`config.mk`:
```
export PLATFORM = sky130hd
export DESIGN_NAME = pin_reservation_table_core
export DESIGN_NICKNAME = d
export VERILOG_FILES = /design/src/sv/prt_pkg.sv /design/src/sv/prt_rec_mem.sv /design/src/sv/prt_upd_unit.sv /design/src/sv/pin_reservation_table_core.sv
export SDC_FILE = /design/constraint.sdc
export NUM_CORES = 1
export LEC_CHECK = 0
export ABC_CLOCK_PERIOD_IN_PS = 11450
export BUFFER_PORTS_ARGS = -buffer_cell sky130_fd_sc_hd__buf_4
export CORE_MARGIN = 2
export CORE_UTILIZATION = 55
export DETAILED_ROUTE_END_ITERATION = 12
export GPL_ROUTABILITY_DRIVEN = 0
export PLACE_DENSITY = 0.72
export RECOVER_POWER = 100
export SYNTH_ARGS = -nofsm -noshare
export SYNTH_HDL_FRONTEND = slang
export SYNTH_SLANG_ARGS = --single-unit
```
`constraint.sdc`:
```
create_clock -name i_clk -period 11.45 [get_ports i_clk]
set_clock_uncertainty 0.15 [all_clocks]
set_input_delay 3.435 -clock i_clk [delete_from_list [all_inputs] [get_ports i_clk]]
set_output_delay 3.435 -clock i_clk [all_outputs]
set_load 0.005 [all_outputs]
```
`src/sv/prt_pkg.sv`:
```
// ============================================================================
// prt_pkg
// Shared types and constants for the pin reservation table.
// ============================================================================
package prt_pkg;

    localparam int PIN_COUNT  = 64;
    localparam int USER_LIMIT = 127;

    localparam int PIN_W = 6;
    localparam int CNT_W = 7;
    localparam int TOT_W = 13;
    localparam int MEM_DEPTH = 2 ** PIN_W;

    localparam logic [PIN_W-1:0] PIN_LAST  = PIN_W'(PIN_COUNT - 1);
    localparam logic [CNT_W-1:0] CNT_LIMIT = CNT_W'(USER_LIMIT - 2);

    // opcodes
    localparam logic [2:0] OP_START_PIN  = 3'd0;
    localparam logic [2:0] OP_STOP_PIN   = 3'd1;
    localparam logic [2:0] OP_START_MASK = 3'd2;
    localparam logic [2:0] OP_STOP_MASK  = 3'd3;
    localparam logic [2:0] OP_QUERY      = 3'd4;

    // status codes
    localparam logic [1:0] ST_OK        = 2'd0;
    localparam logic [1:0] ST_BUSY      = 2'd1;
    localparam logic [1:0] ST_NO_USERS  = 2'd2;
    localparam logic [1:0] ST_CANT_LOCK = 2'd3;

    typedef struct packed {
        logic             locked;
        logic [CNT_W-1:0] count;
    } t_rec;

    // update unit verdict
    typedef struct packed {
        logic start_ok;
        logic stop_ok;
    } t_verdict;

endpackage

```
`src/sv/prt_rec_mem.sv`:
```
// ============================================================================
// prt_rec_mem
// Per-pin record store, one write and one registered read port. Valid bits
// make never-written records read back as zero after reset.
// ============================================================================
module prt_rec_mem (
    input  logic                 i_clk,
    input  logic                 i_rst_n,
    input  logic                 i_rd_en,
    input  logic [prt_pkg::PIN_W-1:0] i_rd_addr,
    output prt_pkg::t_rec        o_rd_data,
    input  logic                 i_wr_en,
    input  logic [prt_pkg::PIN_W-1:0] i_wr_addr,
    input  prt_pkg::t_rec        i_wr_data
);
    import prt_pkg::*;

    t_rec                 r_mem [MEM_DEPTH];
    logic [MEM_DEPTH-1:0] r_valid;
    t_rec                 r_rd_data;
    logic                 r_rd_vld;

    always_ff @(posedge i_clk) begin
        if (i_wr_en) begin
            r_mem[i_wr_addr] <= i_wr_data;
        end
        if (i_rd_en) begin
            r_rd_data <= r_mem[i_rd_addr];
        end
    end

    always_ff @(posedge i_clk) begin
        if (!i_rst_n) begin
            r_valid  <= '0;
            r_rd_vld <= 1'b0;
        end else begin
            if (i_wr_en) begin
                r_valid[i_wr_addr] <= 1'b1;
            end
            if (i_rd_en) begin
                r_rd_vld <= r_valid[i_rd_addr];
            end
        end
    end

    assign o_rd_data = r_rd_vld ? r_rd_data : '0;

endmodule

```
`src/sv/prt_upd_unit.sv`:
```
// ============================================================================
// prt_upd_unit
// Shared compare/update unit: judges one pin record for start and stop and
// forms the updated records.
// ============================================================================
module prt_upd_unit (
    input  prt_pkg::t_rec     i_rec,
    input  logic              i_lock,
    output prt_pkg::t_verdict o_verdict,
    output prt_pkg::t_rec     o_start_rec,
    output prt_pkg::t_rec     o_stop_rec
);
    import prt_pkg::*;

    logic in_use;

    assign in_use = (i_rec.count != '0);

    assign o_verdict.start_ok = !i_rec.locked && !(i_lock && in_use)
                                && (i_rec.count < CNT_LIMIT);
    assign o_verdict.stop_ok  = in_use;

    assign o_start_rec.count  = i_rec.count + CNT_W'(1);
    assign o_start_rec.locked = i_rec.locked | i_lock;

    assign o_stop_rec.count   = i_rec.count - CNT_W'(1);
    assign o_stop_rec.locked  = 1'b0;

endmodule

```
`src/sv/pin_reservation_table_core.sv`:
```
// ============================================================================
// pin_reservation_table_core
// Reservation table for 64 I/O pins: per-pin user count and lock flag plus a
// global user count, walked one record per cycle by a small sequencer.
// ============================================================================
// Sequence: a query reads its pin once; single start/stop walks that pin's record;
// mask stop walks every pin; mask start walks every pin once when refused and twice
// when granted (check pass, then apply pass).
// Flow: one transaction at a time; the next one is taken once the result loads,
// which waits while a previous response is stalled. The walk reads one pin record per cycle.
// Reset: synchronous active low; all pins free and unlocked, count zero.
module pin_reservation_table_core (
    input  logic                      i_clk,
    input  logic                      i_rst_n,
    // request channel
    input  logic                      i_in_valid,
    output logic                      o_in_ready,
    input  logic [2:0]                i_opcode,
    input  logic [prt_pkg::PIN_W-1:0] i_pin_index,
    input  logic                      i_lock_request,
    input  logic [63:0]               i_pin_mask,
    // response channel
    output logic                      o_out_valid,
    input  logic                      i_out_ready,
    output logic [1:0]                o_status,
    output logic                      o_pin_active,
    output logic [prt_pkg::TOT_W-1:0] o_total_users,
    output logic                      o_subsystem_on
);
    import prt_pkg::*;

    typedef enum logic [4:0] {
        S_IDLE  = 5'b00001,
        S_WALK  = 5'b00010,  // stream records: read idx, process prev
        S_FINAL = 5'b00100,  // read addressed pin for pin_active
        S_RESP  = 5'b01000,  // load response register
        S_SPARE = 5'b10000   // never entered
    } t_state;

    t_state r_state, n_state;

    // latched transaction
    logic [2:0]       r_op, n_op;
    logic [PIN_W-1:0] r_pin, n_pin;
    logic             r_pin_ok, n_pin_ok;
    logic             r_lock, n_lock;
    logic [63:0]      r_mask, n_mask;

    // walk control
    logic [PIN_W-1:0] r_idx, n_idx;
    logic [PIN_W-1:0] r_end, n_end;
    logic             r_issue, n_issue;
    logic             r_prev_vld, n_prev_vld;
    logic [PIN_W-1:0] r_prev_idx, n_prev_idx;
    logic             r_apply, n_apply;   // mask start: second pass
    logic             r_fail, n_fail;     // mask start: some pin refused
    logic [1:0]       r_status, n_status;

    logic [TOT_W-1:0] r_gusers, n_gusers;

    // response register
    logic             r_out_vld, n_out_vld;
    logic [1:0]       r_out_status, n_out_status;
    logic             r_out_active, n_out_active;
    logic [TOT_W-1:0] r_out_total, n_out_total;

    // memory / unit hookup
    logic             rd_en;
    logic [PIN_W-1:0] rd_addr;
    t_rec             rd_data;
    logic             wr_en;
    t_rec             wr_data;
    t_verdict         verdict;
    t_rec             start_rec;
    t_rec             stop_rec;

    logic             mask_op;
    logic             sel;
    logic             proc;
    logic             pin_ok_in;

    prt_rec_mem u_mem (
        .i_clk     (i_clk),
        .i_rst_n   (i_rst_n),
        .i_rd_en   (rd_en),
        .i_rd_addr (rd_addr),
        .o_rd_data (rd_data),
        .i_wr_en   (wr_en),
        .i_wr_addr (r_prev_idx),
        .i_wr_data (wr_data)
    );

    prt_upd_unit u_upd (
        .i_rec       (rd_data),
        .i_lock      (r_lock),
        .o_verdict   (verdict),
        .o_start_rec (start_rec),
        .o_stop_rec  (stop_rec)
    );

    assign o_in_ready = (r_state == S_IDLE);

    assign mask_op   = (r_op == OP_START_MASK) || (r_op == OP_STOP_MASK);
    assign sel       = mask_op ? r_mask[r_prev_idx] : 1'b1;
    assign proc      = (r_state == S_WALK) && r_prev_vld && sel;
    assign pin_ok_in = ({1'b0, i_pin_index} < (PIN_W + 1)'(PIN_COUNT));

    assign rd_en   = ((r_state == S_WALK) && r_issue) || (r_state == S_FINAL);
    assign rd_addr = (r_state == S_FINAL) ? r_pin : r_idx;

    always_comb begin
        n_state      = r_state;
        n_op         = r_op;
        n_pin        = r_pin;
        n_pin_ok     = r_pin_ok;
        n_lock       = r_lock;
        n_mask       = r_mask;
        n_idx        = r_idx;
        n_end        = r_end;
        n_issue      = r_issue;
        n_prev_vld   = 1'b0;
        n_prev_idx   = r_idx;
        n_apply      = r_apply;
        n_fail       = r_fail;
        n_status     = r_status;
        n_gusers     = r_gusers;
        n_out_vld    = r_out_vld;
        n_out_status = r_out_status;
        n_out_active = r_out_active;
        n_out_total  = r_out_total;
        wr_en        = 1'b0;
        wr_data      = start_rec;

        if (r_out_vld && i_out_ready) begin
            n_out_vld = 1'b0;
        end

        // per-record work, one record per cycle
        if (proc) begin
            case (r_op)
                OP_START_PIN: begin
                    if (verdict.start_ok) begin
                        wr_en    = 1'b1;
                        n_gusers = r_gusers + TOT_W'(1);
                    end else begin
                        n_status = ST_BUSY;
                    end
                end
                OP_STOP_PIN: begin
                    wr_data = stop_rec;
                    if (verdict.stop_ok) begin
                        wr_en    = 1'b1;
                        n_gusers = r_gusers - TOT_W'(1);
                    end else begin
                        n_status = ST_NO_USERS;
                    end
                end
                OP_START_MASK: begin
                    if (r_apply) begin
                        wr_en    = 1'b1;
                        n_gusers = r_gusers + TOT_W'(1);
                    end else if (!verdict.start_ok) begin
                        n_fail = 1'b1;
                    end
                end
                OP_STOP_MASK: begin
                    wr_data = stop_rec;
                    if (verdict.stop_ok) begin
                        wr_en    = 1'b1;
                        n_gusers = r_gusers - TOT_W'(1);
                    end
                end
                default: begin
                end
            endcase
        end

        case (r_state)
            S_IDLE: begin
                if (i_in_valid) begin
                    n_op     = i_opcode;
                    n_pin    = i_pin_index;
                    n_pin_ok = pin_ok_in;
                    n_lock   = i_lock_request;
                    n_mask   = i_pin_mask;
                    n_status = ST_OK;
                    n_apply  = 1'b0;
                    n_fail   = 1'b0;
                    n_issue  = 1'b1;
                    n_idx    = '0;
                    n_end    = PIN_LAST;
                    case (i_opcode)
                        OP_START_PIN, OP_STOP_PIN: begin
                            n_idx = i_pin_index;
                            n_end = i_pin_index;
                            if (pin_ok_in) begin
                                n_state = S_WALK;
                            end else begin
                                n_state  = S_FINAL;
                                n_status = (i_opcode == OP_START_PIN) ? ST_BUSY
                                                                      : ST_NO_USERS;
                            end
                        end
                        OP_START_MASK, OP_STOP_MASK: begin
                            n_state = S_WALK;
                        end
                        default: begin
                            n_state = S_FINAL;
                        end
                    endcase
                end
            end
            S_WALK: begin
                if (r_issue) begin
                    n_prev_vld = 1'b1;
                    if (r_idx == r_end) begin
                        n_issue = 1'b0;
                    end else begin
                        n_idx = r_idx + PIN_W'(1);
                    end
                end else if (!r_prev_vld) begin
                    // pass complete, last write already done
                    if ((r_op == OP_START_MASK) && !r_apply && !r_fail) begin
                        n_apply = 1'b1;
                        n_issue = 1'b1;
                        n_idx   = '0;
                    end else begin
                        if ((r_op == OP_START_MASK) && r_fail) begin
                            n_status = ST_CANT_LOCK;
                        end
                        n_state = S_FINAL;
                    end
                end
            end
            S_FINAL: begin
                n_state = S_RESP;
            end
            S_RESP: begin
                if (!r_out_vld || i_out_ready) begin
                    n_out_vld    = 1'b1;
                    n_out_status = r_status;
                    n_out_active = r_pin_ok && (rd_data.count != '0);
                    n_out_total  = r_gusers;
                    n_state      = S_IDLE;
                end
            end
            default: begin
                n_state = S_IDLE;
            end
        endcase
    end

    always_ff @(posedge i_clk) begin
        if (!i_rst_n) begin
            r_state    <= S_IDLE;
            r_issue    <= 1'b0;
            r_prev_vld <= 1'b0;
            r_apply    <= 1'b0;
            r_fail     <= 1'b0;
            r_gusers   <= '0;
            r_out_vld  <= 1'b0;
        end else begin
            r_state    <= n_state;
            r_issue    <= n_issue;
            r_prev_vld <= n_prev_vld;
            r_apply    <= n_apply;
            r_fail     <= n_fail;
            r_gusers   <= n_gusers;
            r_out_vld  <= n_out_vld;
        end
    end

    // payload, no reset needed
    always_ff @(posedge i_clk) begin
        r_op         <= n_op;
        r_pin        <= n_pin;
        r_pin_ok     <= n_pin_ok;
        r_lock       <= n_lock;
        r_mask       <= n_mask;
        r_idx        <= n_idx;
        r_end        <= n_end;
        r_prev_idx   <= n_prev_idx;
        r_status     <= n_status;
        r_out_status <= n_out_status;
        r_out_active <= n_out_active;
        r_out_total  <= n_out_total;
    end

    assign o_out_valid    = r_out_vld;
    assign o_status       = r_out_status;
    assign o_pin_active   = r_out_active;
    assign o_total_users  = r_out_total;
    assign o_subsystem_on = (r_out_total != '0);

endmodule

```
== Yosys cells after proc, flatten, opt, wreduce, memory -nomap -nowiden ==
Memories as Yosys holds them, arrays and structs flattened. A register that Yosys moved wholly into a read port is not among the register bits.
Cells that the tools add are included.

* Output and inout bits: 19
* Memory bits (writable): 512
* Input bits: 78
* Logic and storage cells: 158
* Memories kept: 1
* Register bits: 198

{| class="wikitable"
|+ Memory list
! name !! depth !! width !! read ports !! clocked after Yosys merged registers in !! write ports !! RTL line !! source
|-
| u_mem.r_mem || 64 || 8 || 1 || 1 || 1 || prt_rec_mem.sv:18 || <nowiki>t_rec r_mem [MEM_DEPTH];</nowiki>
|}

* Bitwise gates (word level): 2
* Add/subtract/negate cells: 5
* Order comparisons: 4
* Muxes and demuxes: 67
* Equal/unequal tests: 23
* Reductions and logical operators: 36

{| class="wikitable"
|+ Operators by type and width
! kind !! count
|-
| $or 64x64->64 || 1
|-
| $mux 6 || 7
|-
| $mux 13 || 3
|-
| $pmux 13 s3 || 1
|-
| $mux 1 || 29
|-
| $mux 5 || 5
|-
| $mux 8 || 3
|-
| $pmux 5 s4 || 1
|-
| $reduce_and 5->1 || 4
|-
| $mux 2 || 8
|-
| $lt 6x7->1 const B || 2
|-
| $ne 2x2->1 const B || 7
|-
| $add 13x1->13 const B || 1
|-
| $reduce_bool 13->1 || 1
|-
| $sub 13x1->13 const B || 1
|-
| $bmux 1 s6 || 2
|-
| $eq 3x2->1 const B || 4
|-
| $pmux 6 s2 || 1
|-
| $logic_and 1x1->1 || 11
|-
| $pmux 2 s2 || 2
|-
| $reduce_and 2->1 || 4
|-
| $add 7x1->7 const B || 1
|-
| $lt 7x7->1 const B || 1
|-
| $reduce_bool 7->1 || 1
|-
| 24 further kinds || 36
|}

== Logic depth before layout (Yosys ltp) ==
* Word-level depth: 14
* Mapped depth: 14
* Depth with buffers taken out: 10

== Modules after synthesis ==
Synthesis repeated with hierarchy kept, for this count alone.

* Cell total of the unflattened synthesis: 1475
* Area total of the unflattened synthesis: 28587.4 um^2

{| class="wikitable"
|+ Modules (own cells, without submodules)
! module !! times used !! cells an instance !! seq. area each (um^2) !! area an instance (um^2)
|-
| prt_rec_mem || 1 || 1033 || 16916.2 || 22464.0
|-
| pin_reservation_table_core || 1 || 403 || 3663.5 || 5846.9
|-
| prt_upd_unit || 1 || 39 || 0.0 || 276.5
|}

== Least setup slack after synthesis ==
Ideal clock, no wire load.

* Kind: input-to-reg
* Start: in i_in_valid
* End: reg r_idx[0], in the netlist n_prev_idx[0], enable pin
* Slack: 5.480 ns
* Stages on the path: 3
* Path buffers: 0
* Data arrival time: 5.499 ns
* Library setup time: 0.320 ns
* Required time: 10.980 ns
* Cell sequence: nand2_1 -> inv_1 -> o21a_1

* Cells in the longest elaborated chain, start to end: 2

{| class="wikitable"
|+ Ends and longest elaborated chain
! what !! RTL line !! source
|-
| start, declared || pin_reservation_table_core.sv:16 || <nowiki>input logic i_in_valid,</nowiki>
|-
| $ne 2x2->1 (no line) || -- ||
|-
| $reduce_and 5->1 (no line) || -- ||
|-
| end signal, assigned || pin_reservation_table_core.sv:280 || <nowiki>r_idx <= n_idx;</nowiki>
|-
| end, declared || pin_reservation_table_core.sv:50 || <nowiki>logic [PIN_W-1:0] r_idx, n_idx;</nowiki>
|}

No other way between the ends.
A chain may end at the register's enable or synchronous reset.

==> impl_metrics.sql <==
INSERT INTO impl_metrics (metric_group, metric, value, unit) VALUES
('placement', 'hpwl', '38650', 'microns'),
('drt', 'dr_total_vias', '16480', ''),
('critical_path', 'timing.critical_path.slowest_stage_cell', 'sky130_fd_sc_hd__clkbuf_1', ''),
('clocking', 'clk_path_buf_depth', '3', ''),
('floorplanning', 'rows', '84', ''),
('pwr', 'cellLeakagePower', '10.68', 'nW'),
('worst_hold_path', 'holdPathEnd', 'u_mem.r_valid[9]$_SDFFE_PN0P_', ''),
('synthesis', 'synthesis.nets', '1917', ''),
('clocking', 'clk_root_buffer_cell', 'sky130_fd_sc_hd__clkbuf_16', ''),
('synthesis', 'dominantRegCellSynth', 'sky130_fd_sc_hd__edfxtp_1', ''),
('critical_path', 'critical_path.startpoint_type', 'register', ''),
('floorplanning', 'floorplan.die_area', '54860', 'sq um'),
('synthesis', 'synthCells', '1824', ''),
('critical_path', 'critical_path.reg2reg.startpoint', 'r_prev_idx[0]$_DFF_P_', ''),
('clocking', 'cts.repair_timing.setup_buffer_count', '0', ''),
('synthesis', 'synth_top_cells_by_area', 'sky130_fd_sc_hd__edfxtp_1 64%, sky130_fd_sc_hd__mux4_2 9.6%, sky130_fd_sc_hd__dfxtp_1 6.5%', ''),
('clocking', 'clock_sinks', '717', ''),
('worst_hold_path', 'min_path_cells', '2', ''),
('run_status', 'outcome', 'complete, but fails checks', ''),
('flow_run', 'cap_violations', '20', ''),
('floorplanning', 'die-width', '234.2', 'microns'),
('critical_path', 'max_stage_delay', '2.18', 'ns'),
('sta', 'rsz0062_at_grt', 'no', ''),
('floorplanning', 'ios', '97', ''),
('grt', 'grt_max_degree', '84', ''),
('layout', 'ff_latch_area', '20580', 'sq um'),
('synthesis', 'synth.yosys.seq_area_share', '70.60', '%'),
('critical_path', 'worst-endpoint-required', '11.26', 'ns'),
('sta', 'max_slew.worst_pin.slew', '4.377', 'ns'),
('grt', 'number_of_global_route_vias_before_repair', '16420', ''),
('clocking', 'tritoncts_clock_tree', 'yes', ''),
('sta', 'fmaxAchievable', '130.6', 'MHz'),
('layout', 'insertedDiodeCount', '0', ''),
('sta', 'setup_total_negative_slack', '0', 'ns'),
('drt', 'route.final.wire_length', '65100', 'microns'),
('layout', 'fill_cells', '3715', ''),
('layout', 'post_route_cells_drive_above_1_share', '17.80', '%'),
('critical_path', 'timing.reg2reg.setup_slack', '3.79', 'ns'),
('drt', 'drc', '0', ''),
('placement', 'placement.cell_area', '30670', 'sq um'),
('placement', 'buffer_ports.inserted', '96', ''),
('sta', 'max_slew_margin', '-191.8', '%'),
('sta', 'period_minus_slack', '7.658', 'ns'),
('drt', 'route.detailed.vias_per_inst', '6.156', ''),
('critical_path', 'timing_worst_setup_path_type', 'register to register', ''),
('sta', 'finalMaxSlewViolations', '826', ''),
('critical_path', 'cp_max_fo', '64', ''),
('floorplanning', 'die_height', '234.2', 'microns'),
('layout', 'area.growth.synth_to_final', '12.04', '%'),
('synthesis', 'synth_register_bits', '717', ''),
('worst_hold_path', 'worst_hold_startpoint', 'u_mem.r_valid[9]$_SDFFE_PN0P_', ''),
('synthesis', 'edff_count_synth', '622', ''),
('synthesis', 'yosys.cell_count.top_type', 'sky130_fd_sc_hd__edfxtp_1', ''),
('grt', 'total_congestion_overflow_after_global_routing', '0', ''),
('drt', 'avgRoutedWirePerCell', '24.32', 'microns'),
('synthesis', 'asyncSetResetFlopFracSynth', '0', '%'),
('critical_path', 'crit_path_from', 'r_prev_idx[0]$_DFF_P_', ''),
('floorplanning', 'start_util', '55.58', '%'),
('layout', 'layout.nets', '2023', ''),
('clocking', 'h_tree_depth', '3', ''),
('sta', 'finalHoldViolCount', '0', ''),
('critical_path', 'timing.critical_path.cells', 'clkinv_1, mux4_2, a2111oi_0, nor4_1, a41oi_1, nand2_1, mux2i_1, xor2_4, clkbuf_1', ''),
('synthesis', 'post-synth-top-area-cell', 'sky130_fd_sc_hd__edfxtp_1', ''),
('drt', 'drt_pre_antenna_iters', '5', ''),
('pwr', 'power_dens_cells', '170.0', 'nW/um^2'),
('clocking', 'clock_insertion_delay_worst_skew', '0.61', 'ns'),
('drt', 'antenna_left', '0', ''),
('critical_path', 'arrival', '7.46', 'ns'),
('run_status', 'failed_checks', 'max-capacitance violations, max-slew violations', ''),
('clocking', 'cts.clk_slew.worst_paths', '0.06', 'ns'),
('clocking', 'cts_hold_buffers', '0', '');
cells by family (layout without fill, tap and decap cells):
family	after synthesis	count (layout)	synth area share (%)
adders and majority gates	15	15	0.6696
and+or+nand+nor	522	522	8.657
buffers and inverters	123	288	1.931
xor gates and xnor gates	25	25	0.7511
DFF	717	717	70.60
AOI/OAI and AO/OA	230	230	5.421
muxes	192	192	11.97
cell usage in the layout, fill, tap and decap left out, types with 14 or more instances in the layout:
| cell | count |
|---|---|
| sky130_fd_sc_hd__and3_1 | 20 |
| sky130_fd_sc_hd__nor4_1 | 20 |
| sky130_fd_sc_hd__nand3_1 | 39 |
| sky130_fd_sc_hd__mux2i_1 | 53 |
| sky130_fd_sc_hd__xnor2_1 | 16 |
| sky130_fd_sc_hd__o31ai_1 | 22 |
| sky130_fd_sc_hd__a311oi_1 | 19 |
| sky130_fd_sc_hd__edfxtp_1 | 622 |
| sky130_fd_sc_hd__clkbuf_1 | 55 |
| sky130_fd_sc_hd__o21a_1 | 18 |
| sky130_fd_sc_hd__clkinv_1 | 19 |
| sky130_fd_sc_hd__nor2_1 | 48 |
| sky130_fd_sc_hd__nor3_1 | 58 |
| sky130_fd_sc_hd__dfxtp_1 | 94 |
| sky130_fd_sc_hd__buf_4 | 16 |
| sky130_fd_sc_hd__a31oi_1 | 14 |
| sky130_fd_sc_hd__nand2_1 | 273 |
| sky130_fd_sc_hd__ha_1 | 14 |
| sky130_fd_sc_hd__mux4_2 | 124 |
| sky130_fd_sc_hd__o21ai_0 | 44 |
| sky130_fd_sc_hd__a21oi_1 | 36 |
| sky130_fd_sc_hd__o22ai_1 | 19 |
| sky130_fd_sc_hd__clkbuf_16 | 77 |
| sky130_fd_sc_hd__clkbuf_4 | 86 |
final cells by class:
| cell class | count | share of cell area (%) |
|---|---|---|
| tap | 688 | 2.636 |
| clock inverter | 36 | 0.9117 |
| multi-input combinational | 984 | 24.26 |
| inverter | 15 | 0.1724 |
| clock buffer | 97 | 6.221 |
| sequential | 717 | 63.01 |
| timing repair buffer | 140 | 2.781 |
registers in the layout, summed over array words and instances (netlist names), 8 cells and up:
signal and cells:
u_mem.r_rd_data 8, u_mem.r_valid 64, r_gusers 13, o_total_users 13
r_mask 64, u_mem.r_mem 512
power by group:
part / switching, mW / total (mW) / internal [mW]
clock: 0.959 / 2.32 / 1.36
combinational: 0.217 / 0.349 / 0.132
sequential: 0.0289 / 2.88 / 2.86
total: 1.20 / 5.55 / 4.35
per-layer routing:
metal / GRT usage (%) / routed length (microns) / vias up
li1: - / - / 7369
met1: 33.82 / 26470 / 8388
met2: 39.39 / 32230 / 606
met3: 5.010 / 4796 / 116
met4: 7.753 / 1607 / 0
met5: 0 / 0 / -
critical path: cells and delay by family, from the launching register on:
family          cells  cell delay [ns]
flops               1             0.81
buf+inv             2             2.68
xor+xnor            1             0.16
compound gates      2             1.34
simple gates        2             0.73
mux                 2             1.06
worst max path at each step:
| stage | to |
|---|---|
| final | u_mem.r_mem[26][2]$_DFFE_PP_ |
| after global routing | u_mem.r_mem[57][2]$_DFFE_PP_ |
| after CTS | u_mem.r_mem[61][6]$_DFFE_PP_ |
| after detailed placement | u_mem.r_valid[20]$_SDFFE_PN0P_ |
| after global placement | u_mem.r_valid[16]$_SDFFE_PN0P_ |
| after floorplan | n_prev_idx[0]$_DFFE_PP_ |
per-stage QoR:
stage	utilization, %	power [mW]	cells	hold WS [ns]	worst slack, ns
2_1_floorplan	-	3.163	1824	0.1962	5.480
3_3_place_gp	58.47	3.282	2544	0.2782	5.307
3_5_place_dp	58.47	3.290	2544	0.2807	5.127
4_1_cts	62.92	5.583	2677	0.3063	5.669
5_1_grt	62.28	5.709	2677	0.3234	2.941
6_report	62.28	5.553	2677	0.3047	3.792
Power figures use the tool's default switching activity.
